`src/hw/rtl/static_nat_rule_table_macros.svh`:
```
// ---------------------------------------------------------------------------
// static NAT rule table assertion macros
// shared concurrent check shorthands, clocked on clk_i, off during reset
// ---------------------------------------------------------------------------
`ifndef STATIC_NAT_RULE_TABLE_MACROS_SVH
`define STATIC_NAT_RULE_TABLE_MACROS_SVH

// same-cycle implication
`define SNRT_ASSERT_IMP(lbl, ante, cons) \
  lbl: assert property (@(posedge clk_i) disable iff (!rst_ni) (ante) |-> (cons)) \
    else $error("snrt same-cycle check failed");

// next-cycle implication
`define SNRT_ASSERT_NXT(lbl, ante, cons) \
  lbl: assert property (@(posedge clk_i) disable iff (!rst_ni) (ante) |=> (cons)) \
    else $error("snrt next-cycle check failed");

`endif

```
`src/hw/rtl/snrt_pkg.sv`:
```
// ---------------------------------------------------------------------------
// snrt_pkg
// types, codes and helpers shared by the static NAT rule table
// ---------------------------------------------------------------------------
package snrt_pkg;

  localparam int unsigned MaxRulesDef = 64;
  localparam int unsigned TotalW      = 7;

  localparam logic [7:0] PROTO_TCP = 8'd6;
  localparam logic [7:0] PROTO_UDP = 8'd17;

  typedef enum logic [2:0] {
    ACT_OUTBOUND = 3'd0,
    ACT_INBOUND  = 3'd1,
    ACT_ADD      = 3'd2,
    ACT_DELETE   = 3'd3,
    ACT_MODIFY   = 3'd4
  } act_e;

  typedef enum logic [1:0] {
    STS_DONE    = 2'd0,
    STS_NO_RULE = 2'd1,
    STS_FULL    = 2'd2,
    STS_UNKNOWN = 2'd3
  } status_e;

  typedef enum logic [2:0] {
    S_IDLE,
    S_DECODE,
    S_SCAN,
    S_SHIFT,
    S_FINISH
  } state_e;

  typedef enum logic [1:0] {
    PI_ZERO,
    PI_COUNT,
    PI_SEL_NEXT
  } ptr_init_e;

  // one rule as held in memory, en[0] tcp, en[1] udp
  typedef struct packed {
    logic [31:0] in_addr;
    logic [15:0] in_port;
    logic [31:0] out_addr;
    logic [15:0] out_port;
    logic [1:0]  en;
  } rule_t;

  // controller to datapath
  typedef struct packed {
    logic      capture;
    logic      res_init;
    status_e   status;
    logic      walk_init;
    ptr_init_e ptr_init;
    logic      walk_step;
    logic      res_hit;
    logic      wr_rule;
    logic      cnt_inc;
    logic      cnt_dec;
    logic      out_load;
  } cmd_t;

  // datapath to controller
  typedef struct packed {
    act_e act;
    logic full;
    logic sel_none;
    logic scan_hit;
    logic walk_end;
  } sts_t;

  function automatic logic proto_ok(input logic [7:0] proto, input logic [1:0] en);
    logic ok;
    ok = 1'b0;
    if (proto == PROTO_TCP) ok = en[0];
    else if (proto == PROTO_UDP) ok = en[1];
    return ok;
  endfunction

endpackage

```
`src/hw/rtl/snrt_ctrl.sv`:
```
// ---------------------------------------------------------------------------
// snrt_ctrl
// sequencer for lookup scans, insert and delete shifts, and result hand-off
// ---------------------------------------------------------------------------
module snrt_ctrl import snrt_pkg::*; (
  input  logic clk_i,
  input  logic rst_ni,
  input  logic in_valid_i,
  output logic in_ready_o,
  output logic out_valid_o,
  input  logic out_ready_i,
  input  sts_t sts_i,
  output cmd_t cmd_o
);

  state_e state_q, state_d;
  logic   out_valid_q, out_valid_d;

  always_ff @(posedge clk_i or negedge rst_ni) begin
    if (!rst_ni) begin
      state_q     <= S_IDLE;
      out_valid_q <= 1'b0;
    end else begin
      state_q     <= state_d;
      out_valid_q <= out_valid_d;
    end
  end

  always_comb begin
    state_d     = state_q;
    cmd_o       = '0;
    in_ready_o  = 1'b0;
    out_valid_d = out_valid_q;
    if (out_valid_q && out_ready_i) out_valid_d = 1'b0;

    unique case (state_q)
      S_IDLE: begin
        in_ready_o = 1'b1;
        if (in_valid_i) begin
          cmd_o.capture = 1'b1;
          state_d       = S_DECODE;
        end
      end
      S_DECODE: begin
        cmd_o.res_init = 1'b1;
        unique case (sts_i.act)
          ACT_OUTBOUND, ACT_INBOUND: begin
            cmd_o.walk_init = 1'b1;
            cmd_o.ptr_init  = PI_ZERO;
            state_d         = S_SCAN;
          end
          ACT_ADD: begin
            if (sts_i.full) begin
              cmd_o.status = STS_FULL;
              state_d      = S_FINISH;
            end else begin
              cmd_o.walk_init = 1'b1;
              cmd_o.ptr_init  = PI_COUNT;
              state_d         = S_SHIFT;
            end
          end
          ACT_DELETE: begin
            if (sts_i.sel_none) begin
              cmd_o.status = STS_NO_RULE;
              state_d      = S_FINISH;
            end else begin
              cmd_o.walk_init = 1'b1;
              cmd_o.ptr_init  = PI_SEL_NEXT;
              state_d         = S_SHIFT;
            end
          end
          ACT_MODIFY: begin
            if (sts_i.sel_none) begin
              cmd_o.status = STS_NO_RULE;
            end else begin
              cmd_o.wr_rule = 1'b1;
            end
            state_d = S_FINISH;
          end
          default: begin
            cmd_o.status = STS_UNKNOWN;
            state_d      = S_FINISH;
          end
        endcase
      end
      S_SCAN: begin
        cmd_o.walk_step = 1'b1;
        priority if (sts_i.scan_hit) begin
          cmd_o.res_hit = 1'b1;
          state_d       = S_FINISH;
        end else if (sts_i.walk_end) begin
          state_d = S_FINISH;
        end
      end
      S_SHIFT: begin
        cmd_o.walk_step = 1'b1;
        if (sts_i.walk_end) begin
          if (sts_i.act == ACT_ADD) begin
            cmd_o.wr_rule = 1'b1;
            cmd_o.cnt_inc = 1'b1;
          end else begin
            cmd_o.cnt_dec = 1'b1;
          end
          state_d = S_FINISH;
        end
      end
      S_FINISH: begin
        if (!out_valid_q || out_ready_i) begin
          cmd_o.out_load = 1'b1;
          out_valid_d    = 1'b1;
          state_d        = S_IDLE;
        end
      end
      default: state_d = S_IDLE;
    endcase
  end

  assign out_valid_o = out_valid_q;

endmodule

```
`config.mk`:
```
export PLATFORM = sky130hd
export DESIGN_NAME = snrt_ctrl
export DESIGN_NICKNAME = d
export VERILOG_FILES = /design/src/hw/rtl/static_nat_rule_table_macros.svh /design/src/hw/rtl/snrt_pkg.sv /design/src/hw/rtl/snrt_ctrl.sv
export SDC_FILE = /design/constraint.sdc
export NUM_CORES = 1
export LEC_CHECK = 0
export ABC_AREA = 1
export BUFFER_PORTS_ARGS = -buffer_cell sky130_fd_sc_hd__buf_2
export CAP_MARGIN = 20
export CELL_PAD_IN_SITES_DETAIL_PLACEMENT = 2
export CELL_PAD_IN_SITES_GLOBAL_PLACEMENT = 2
export CORE_MARGIN = 4
export CORE_UTILIZATION = 18
export DETAILED_ROUTE_END_ITERATION = 10
export GPL_TIMING_DRIVEN = 0
export PLACE_DENSITY = 0.87
export SLEW_MARGIN = 20
export SYNTH_ARGS = -nofsm -noshare
export SYNTH_HDL_FRONTEND = slang
export SYNTH_SLANG_ARGS = --single-unit
export TNS_END_PERCENT = 30
```
`constraint.sdc`:
```
create_clock -name clk_i -period 3.25 [get_ports clk_i]
set_clock_uncertainty 0.1 [all_clocks]
set_input_delay 0 -clock clk_i [delete_from_list [all_inputs] [get_ports clk_i]]
set_output_delay 0 -clock clk_i [all_outputs]
set_load 0.01 [all_outputs]
```
* Yosys cells after proc, flatten, opt, wreduce, memory -nomap -nowiden
Cells that the tools add are included.
** Cells by class
- Add/sub/neg operators :: 0
- Multipliers :: 0
- Div/mod/pow operators :: 0
- Magnitude comparators :: 0
- Eq/ne operators :: 10
- Shifts and indexed selects :: 0
- Mux-type cells :: 33
- Bitwise operators :: 0
- Reductions and logical operators :: 9
** Operators with widths (number)
- $mux W3 :: 9
- $pmux W3 S3 :: 2
- $mux W1 :: 15
- $pmux W3 S5 :: 1
- $eq A3 B2 Y1 const B :: 4
- $eq A3 B1 Y1 const B :: 2
- $eq A3 B3 Y1 const B :: 2
- $logic_not A3 Y1 :: 2
- $mux W2 :: 3
- $mux W6 :: 1
- $pmux W2 S3 :: 1
- $reduce_or A2 Y1 :: 3
- $ne A2 B2 Y1 const B :: 2
- $pmux W1 S2 :: 1
- $reduce_and A2 Y1 :: 1
- $logic_and A1 B1 Y1 :: 1
- $logic_not A1 Y1 :: 1
- $logic_or A1 B1 Y1 :: 1
** Word-level totals
- Register bits :: 4
- Latch bits :: 0
- Memory bits (writable) :: 0
- Memory bits (read-only) :: 0
- Input port bits :: 11
- Output and inout port bits :: 15
- Word-level logic and storage cells :: 54
- Memories kept :: 0

* Logic depth before layout (Yosys ltp)
Gate-level depths: netlist of the first run.
- Depth in word-level cells :: 4
- Mapped depth :: 6
- Depth with buffers taken out :: 6

* Least setup slack after synthesis of the first run
Ideal clock, no wire load.
- Path type :: reg2out
- Start :: reg state_q[2]
- End :: out cmd_o[9] in the netlist's numbering
- Arrival time :: 1052 ps
- Data required time :: 3150 ps
- Path slack :: 2098 ps
- Cell stages (with the launch flop) :: 4
- Path buffers :: 0
- Cells stage by stage :: dfrtp_1 > nor3_4 > inv_2 > nor3_2
** RTL lines
- start, declared :: RTL line snrt_ctrl.sv:16 : state_e state_q, state_d;
- start signal, assigned :: RTL line snrt_ctrl.sv:24 : state_q <= state_d;
- end, declared :: RTL line snrt_ctrl.sv:13 : output cmd_t cmd_o

==> results.yml, run 1 <==
global_route:
  grt_usage_pct: 12.4
  use_met2_pct: 20.2
  grt_pass1_wl_um: 2570
  use_met1_pct: 13.8
  first_global_vias: 603
  antenna_found_initial: 0
  grt_max_degree: 7
  grt.busiest_layer: "met2"
  gr-total-overflow: 0
  use_met3_pct: 3.60
min_path:
  worstHoldPathType: "input pin to flip-flop"
  hold_start: "in_valid_i"
  min_delay_path_depth: 3
  hold_path_end: "state_q[0]"
floorplanning:
  core_area_mm2: 0.00198
  die_h_um: 53.8
  die-area_mm2: 0.00290
  io_pins: 26
  die_w_um: 53.8
  std_cell_rows: 16
  initial_core_util_pct: 19.1
clocking:
  cts_setup_buffers: 0
  h-tree-depth: 1
  tritoncts: "yes"
  cts_max_path_buffers: 2
  cts_buffers: 3
  clock_latency_ns: 0.23
  clk_pin_slew_ns: 0.04
  clkSinkCount: 4
  clockRootBuffer: "clkbuf_4"
synth:
  synth_xor_area_share_pct: 0
  syn_area_um2: 378
  synth_compound_area_share_pct: 11.9
  synth_mux_area_share_pct: 0
  synthAdderAreaFrac_pct: 0
  synthSimpleGateAreaFrac_pct: 45.7
  yosysSeqAreaShare_pct: 26.5
  synth_cell_types: 14
  yosysWarnings: 0
  synth_top_family_by_area: "simple AND/OR/NAND/NOR gates"
  synth_area_per_cell_um2: 5.90
  synth_cells: 64
  synthesis.nets: 75
  ys_ff_latch: 4
sta:
  setup_tns_ns: 0
  slew_headroom_pct: 78.9
  finalMaxSlewViolations: 0
  rsz0062_at_grt: "no"
  tightest_slew_ns: 0.314
  fmax_ghz: 0.649
  finalHoldViolCount: 0
  setup_violations: 0
  fin_crit_sh_pct: 47.4
  min_period_ns: 1.54
cells_and_area:
  diodes: 0
  multi_input_comb_area_um2: 218
  layout_common_cells: "buf_2 (25), inv_1 (15), nor2_1 (13), nand2_1 (9), o21ai_0 (5)"
  layout.nets: 109
  drive_gt1_share_pct: 33.3
  area_growth_pct: 58.6
  nFillCells: 264
  final_common_cell: "buf_2"
  regArea_um2: 100
power_and_ir_drop:
  vdd_drop_max_uv: 161
  p_leak_nw: 0.342
  p_total_uw: 378
  powerDensity_mw_per_mm2: 631
critical_path:
  cp_max_fo: 6
  crit_required_ns: 3.15
  start_kind: "flip-flop"
  rr_endpoint: "state_q[0]"
  worstPathArrival_ns: 1.44
  critPathKind: "flip-flop to primary output"
  worstReg2RegStart: "state_q[2]"
  rr_worst_depth: 5
  r2r_setup_slack_ns: 1.89
  end_kind: "primary output"
routing:
  wire_per_inst_um: 13.3
  num_vias: 547
  drt_iter0_drc: 4
  postRouteAntennaNets: 0
  via_per_inst: 4.45
  wl_um: 1640
  route.detailed.drc: 0
  first_pass_iters: 4
outcome:
  outcome: "complete, no violations"
placed_design:
  hpwl_um: 1280
  routabilityCongestion: 0.666
  port_buffers: 25
run:
  drv_cap: 0
worst max-delay path, stage by stage, from the launching register on:
cell and delay [ns]:
dfrtp_1 0.44, nor3_4 0.33, inv_2 0.12, nor3_2 0.16
buf_2 0.15
sequential cells by signal (all words and copies together) (netlist names):
signal       flops
state_q          3
out_valid_o      1
metrics by stage:
stage	worst slack [ns]	area, um^2	utilization (%)	cells	hold slack [ns]
floorplan	2.10	378	-	64	-0.396
global placement	1.97	537	27.1	116	-0.295
detailed placement	1.93	537	27.1	116	-0.292
CTS	1.67	599	30.2	123	0.00948
global route	1.59	599	30.2	123	0.0538
finish	1.71	599	30.2	123	0.00808
power by group:
part / switching [mW] / internal [mW] / total (mW)
sequential: 0.0277 / 0.0695 / 0.0972
combinational: 0.141 / 0.0784 / 0.220
clock: 0.0200 / 0.0413 / 0.0613
worst max-delay path by stage:
stage               start       end  slack [ns]
2_1_floorplan  state_q[2]  cmd_o[9]        2.10
6_report       state_q[2]  cmd_o[9]        1.71
5_1_grt        state_q[2]  cmd_o[9]        1.59
3_5_place_dp   state_q[2]  cmd_o[9]        1.93
4_1_cts        state_q[2]  cmd_o[9]        1.67
3_3_place_gp   state_q[2]  cmd_o[9]        1.97
layer usage:
metal  vias to the layer above  share of wire [%]
li1                        266                  -
met1                       254                 40
met2                        21                 50
met3                         6                6.8
met4                         0                2.6
met5                         -                  0
cells in the mapped netlist:
cell / count / area share [%]
nor3_4: 1 / 4.3
inv_1: 15 / 15
nand3b_1: 1 / 2.0
o21ai_1: 1 / 1.3
nand3_1: 4 / 5.3
dfrtp_1: 4 / 26
nor3_2: 2 / 5.3
o21ai_0: 5 / 6.6
nor3_1: 4 / 5.3
nand2_1: 9 / 8.9
inv_2: 1 / 0.99
a21oi_1: 3 / 4.0
nand4_1: 1 / 1.7
nor2_1: 13 / 13
layout make-up:
| class | count | share of cell area (%) |
|---|---|---|
| multi-input cells | 44 | 36.3 |
| repair buffers | 29 | 27.6 |
| flip-flops and latches | 4 | 16.7 |
| inverters | 16 | 10.0 |
| well taps | 27 | 5.64 |
| clock buffers | 3 | 3.76 |
what timing repair did:
item	CTS	global route
hold buffers	4	0
gates resized for setup	0	0
hold endpoints to repair	6	0
cell families (layout without fill, tap and decap cells):
family	count (synthesis)	count (layout)
flops	4	4
buf+inv	16	48
compound gates	9	9
simple gates	35	35
Power figures use the tool's default switching activity.
==> run 2: changes to the inputs <==
- CORE_UTILIZATION: 18 -> 15
- PLACE_DENSITY: 0.87 -> 0.79
- clock period: 3.25 -> 1.3 ns (I/O delays scaled with it)
==> results.yml, run 2 (synthesized netlist as in run 1, its figures left out) <==
routing:
  wire_per_inst_um: 12.9
  num_vias: 562
  route.detailed.drc: 0
  wl_um: 1670
  first_pass_iters: 3
  drt_iter0_drc: 11
  postRouteAntennaNets: 0
  via_per_inst: 4.36
placed_design:
  placed_cells: 117
  port_buffers: 25
  pre_cts_ws_ns: -0.00740
  placedInstanceArea_um2: 538
  hpwl_um: 1260
  routabilityCongestion: 0.718
critical_path:
  cp_max_fo: 4
  critPathKind: "flip-flop to primary output"
  worstSetupEndpoint: "cmd_o[0]"
  start_kind: "flip-flop"
  worstReg2RegStart: "state_q[0]"
  worstPathArrival_ns: 1.34
  rr_worst_depth: 5
  r2r_setup_slack_ns: 0.07
  critPathLaunch: "state_q[0]"
  rr_endpoint: "state_q[0]"
  end_kind: "primary output"
  crit_required_ns: 1.20
clocking:
  clockRootBuffer: "clkbuf_4"
  clock_latency_ns: 0.25
  clk_pin_slew_ns: 0.04
  cts_max_path_buffers: 2
  clkSinkCount: 4
  tritoncts: "yes"
  cts_buffers: 3
  h-tree-depth: 1
outcome:
  outcome: "finished with violations"
  violations: "setup timing"
sta:
  finalMaxSlewViolations: 0
  finalHoldViolCount: 0
  fin_crit_sh_pct: 111
  setup_slack_ns: -0.144
  rsz0062_at_grt: "yes"
  tightest_slew_ns: 0.287
  slew_headroom_pct: 80.7
  min_period_ns: 1.44
  setup_violations: 11
  fmax_ghz: 0.693
floorplanning:
  initial_core_util_pct: 16.4
  core_area_mm2: 0.00230
  die_h_um: 58.2
  io_pins: 26
  die_w_um: 58.2
  die-area_mm2: 0.00339
  std_cell_rows: 17
cells_and_area:
  nFillCells: 291
  drive_gt1_share_pct: 47.5
  diodes: 0
  layout_common_cells: "buf_2 (25), inv_1 (11), nor2_1 (11), nand2_1 (9)"
  area_growth_pct: 77.8
  finalNonFillerCells: 129
  largest_register_ffs: 3
  multi_input_comb_area_um2: 246
  final_common_cell: "buf_2"
  regArea_um2: 103
  regMostFlops: "state_q"
  design_area_um2: 672
  layout.nets: 114
  post-route-util_pct: 29.2
global_route:
  grt_pass1_wl_um: 2680
  first_global_vias: 634
  grt_usage_pct: 10.5
  gr-total-overflow: 0
  grt_max_degree: 7
  antenna_found_initial: 0
min_path:
  hold_start: "sts_i[3]"
  worstHoldPathType: "input pin to flip-flop"
power_and_ir_drop:
  vdd_drop_max_uv: 476
  powerDensity_mw_per_mm2: 1640
  p_leak_nw: 0.369
run:
  drv_cap: 0
==> run 2: cell count changes in the layout (fill, tap and decap cells not counted), sizes merged <==
cell         delta
dlygate4sd3     +1
buf             +4
==> run 2: layer usage <==
layer,share of wire (%),track usage [%],vias up
met2,56,20.6,20
met5,0,0,-
met4,3.5,4.97,0
met1,36,10.6,261
met3,4.3,1.56,6
li1,-,-,275
==> run 2: area by class of cell <==
type | instances | area share, %
Multi-Input combinational cell | 44 | 36.7
Clock buffer | 3 | 3.35
Timing Repair Buffer | 34 | 30.5
Inverter | 16 | 8.94
Sequential cell | 4 | 15.3
Tap cell | 28 | 5.21
==> run 2: where the power goes <==
group          internal [mW]  leakage (nW)  switching (mW)
Clock                  0.104        0.0138          0.0592
Combinational          0.286         0.306           0.416
Sequential             0.178        0.0490          0.0603
==> run 2: worst min-delay path by stage <==
stage,end,slack [ns],cells past startpoint
finish,state_q[1],0.06,4
global route,state_q[2],0.10,5
CTS,out_valid_o,0.0001,2
detailed placement,out_valid_o,-0.29,1
global placement,out_valid_o,-0.29,1
floorplan,out_valid_o,-0.40,0
==> run 2: timing repair <==
item	in CTS	in global routing
gates resized for setup	7	7
hold endpoints to repair	8	4
hold buffers	4	1
pin swaps	4	2
setup buffers	4	0
setup endpoints to repair	12	15
==> run 2: worst max-delay path, stage by stage, from the launching register on <==
cell and delay, ns:
dfrtp_1 0.39, buf_4 0.17, nor3_2 0.20, inv_1 0.09
nor2_1 0.11, buf_2 0.15
==> run 2: through the flow <==
stage | TNS [ns] | power, mW | hold slack [ns]
6_report | -0.785 | 1.10 | 0.0641
5_1_grt | -1.73 | 1.21 | 0.101
4_1_cts | -0.848 | 1.06 | 0.000148
3_5_place_dp | -0.00740 | 0.771 | -0.289
3_3_place_gp | 0 | 0.746 | -0.291
2_1_floorplan | 0 | 0.549 | -0.396
==> run 3: changes to the inputs <==
==> constraint.sdc (replaced) <==
create_clock -name clk_i -period 1.3 [get_ports clk_i]
set_clock_uncertainty 0.1 [all_clocks]
set_input_delay 0.065 -clock clk_i [delete_from_list [all_inputs] [get_ports clk_i]]
set_output_delay 0.065 -clock clk_i [all_outputs]
set_load 0.01 [all_outputs]
==> results.yml, run 3 (synthesized netlist as in run 1, its figures left out) <==
outcome:
  outcome: "finished with violations"
  violations: "setup timing"
floorplanning:
  std_cell_rows: 17
  die_h_um: 58.2
  initial_core_util_pct: 16.4
  die-area_mm2: 0.00339
  core_area_mm2: 0.00230
  die_w_um: 58.2
  io_pins: 26
power_and_ir_drop:
  p_leak_nw: 0.357
  vdd_drop_max_uv: 464
  powerDensity_mw_per_mm2: 1700
routing:
  num_vias: 553
  first_pass_iters: 2
  routed-wl-met3_um: 79
  top_layer_used: "met4"
  postRouteAntennaNets: 0
  route.detailed.drc: 0
  wl_um: 1620
  wire_per_inst_um: 12.9
  drt_iter0_drc: 14
  wl_met1_um: 595
  dr_wl_met2_um: 892
  via_per_inst: 4.39
sta:
  min_period_ns: 1.48
  setup_violations: 13
  timing.hold.ws_ns: 0.0302
  finalHoldViolCount: 0
  tightest_slew_ns: 0.287
  fin_crit_sh_pct: 114
  fmax_ghz: 0.678
  slew_headroom_pct: 80.7
  finalMaxSlewViolations: 0
  rsz0062_at_grt: "yes"
  setup_slack_ns: -0.176
critical_path:
  slowest_stage: "dfrtp_2"
  critPathKind: "flip-flop to primary output"
  worstPathCellList: "nor3_4, inv_2, nor3_2, buf_2"
  start_kind: "flip-flop"
  cp_max_fo: 6
  crit_required_ns: 1.13
  max_stage_delay_ns: 0.43
  end_kind: "primary output"
  worstPathArrival_ns: 1.31
clocking:
  h-tree-depth: 1
  cts_max_path_buffers: 2
  clock_latency_ns: 0.25
  cts_buffers: 3
  clk_pin_slew_ns: 0.04
  clkSinkCount: 4
  clockRootBuffer: "clkbuf_4"
  tritoncts: "yes"
cells_and_area:
  area_growth_pct: 70.5
  largest_register_ffs: 3
  regMostFlops: "state_q"
  diodes: 0
  layout_common_cells: "buf_2 (25), inv_1 (11), nor2_1 (11), nand2_1 (9)"
  nFillCells: 296
  drive_gt1_share_pct: 49.0
  post-route-util_pct: 28.1
  final_common_cell: "buf_2"
  layout.nets: 111
global_route:
  grt_pass1_wl_um: 2620
  grt_usage_pct: 10.2
  first_global_vias: 614
  grt_max_degree: 7
  gr-total-overflow: 0
  antenna_found_initial: 0
min_path:
  worstHoldPathType: "input pin to flip-flop"
placed_design:
  port_buffers: 25
  routabilityCongestion: 0.718
  pre_cts_ws_ns: -0.0724
  hpwl_um: 1260
run:
  drv_cap: 0
-- run 3: cell count changes in the layout (fill, tap and decap cells not counted), sizes merged --
cell         previous run  this run
dlygate4sd3             5         2
-- run 3: path summary, 6_finish.rpt --
path | start | endpoint | slack (ns) | cells after the start
worst max-delay path | state_q[1] | cmd_o[9] | -0.18 | 4
worst min-delay path | in_valid_i | state_q[0] | 0.03 | 3
worst max register to register | state_q[0] | state_q[0] | 0.07 | 5
worst min register to register | out_valid_o | out_valid_o | 0.46 | 2
max in group asynchronous | rst_ni | state_q[2] | 0.90 | 2
min in group asynchronous | rst_ni | out_valid_o | 0.06 | 2
-- run 3: cell type report --
class	count	area [um^2]	share of cell area [%]
timing repair buffer	31	175	27.2
multi-input combinational	44	246	38.3
clock buffer	3	22.5	3.50
sequential	4	103	15.9
tap	28	35.0	5.44
inverter	16	62.6	9.71
-- run 3: metrics by stage --
stage                     TNS, ns  power [mW]  std cells  area (um^2)
after floorplan                 0       0.549         64          378
after global placement    -0.0335       0.746        117          538
after detailed placement   -0.135       0.771        117          538
after CTS                   -1.66        1.06        126          624
after global routing        -2.50        1.20        126          644
final                       -1.51        1.10        126          644
-- run 3: timing repair --
action,CTS,global route
gates cloned,0,0
pin swaps,6,0
buffers inserted,4,0
gates resized for setup,7,8
setup endpoints to repair,14,15
hold endpoints to repair,5,0
hold buffers,2,0
-- run 3: where the power goes --
group          switching [mW]  internal [mW]  leakage (nW)
Combinational           0.415          0.283         0.295
Sequential             0.0596          0.178        0.0490
Clock                  0.0598          0.104        0.0138
-- run 3: per-layer routing --
metal / GRT usage, % / vias to the layer above
li1: - / 270
met1: 10.3 / 257
met2: 20.0 / 20
met3: 1.56 / 6
met4: 4.97 / 0
met5: 0 / -
-- run 3: critical path, delay by kind of cell, from the launching register on --
kind	cells	cell delay [ns]
buffers and inverters	2	0.26
DFF	1	0.43
and+or+nand+nor	2	0.36
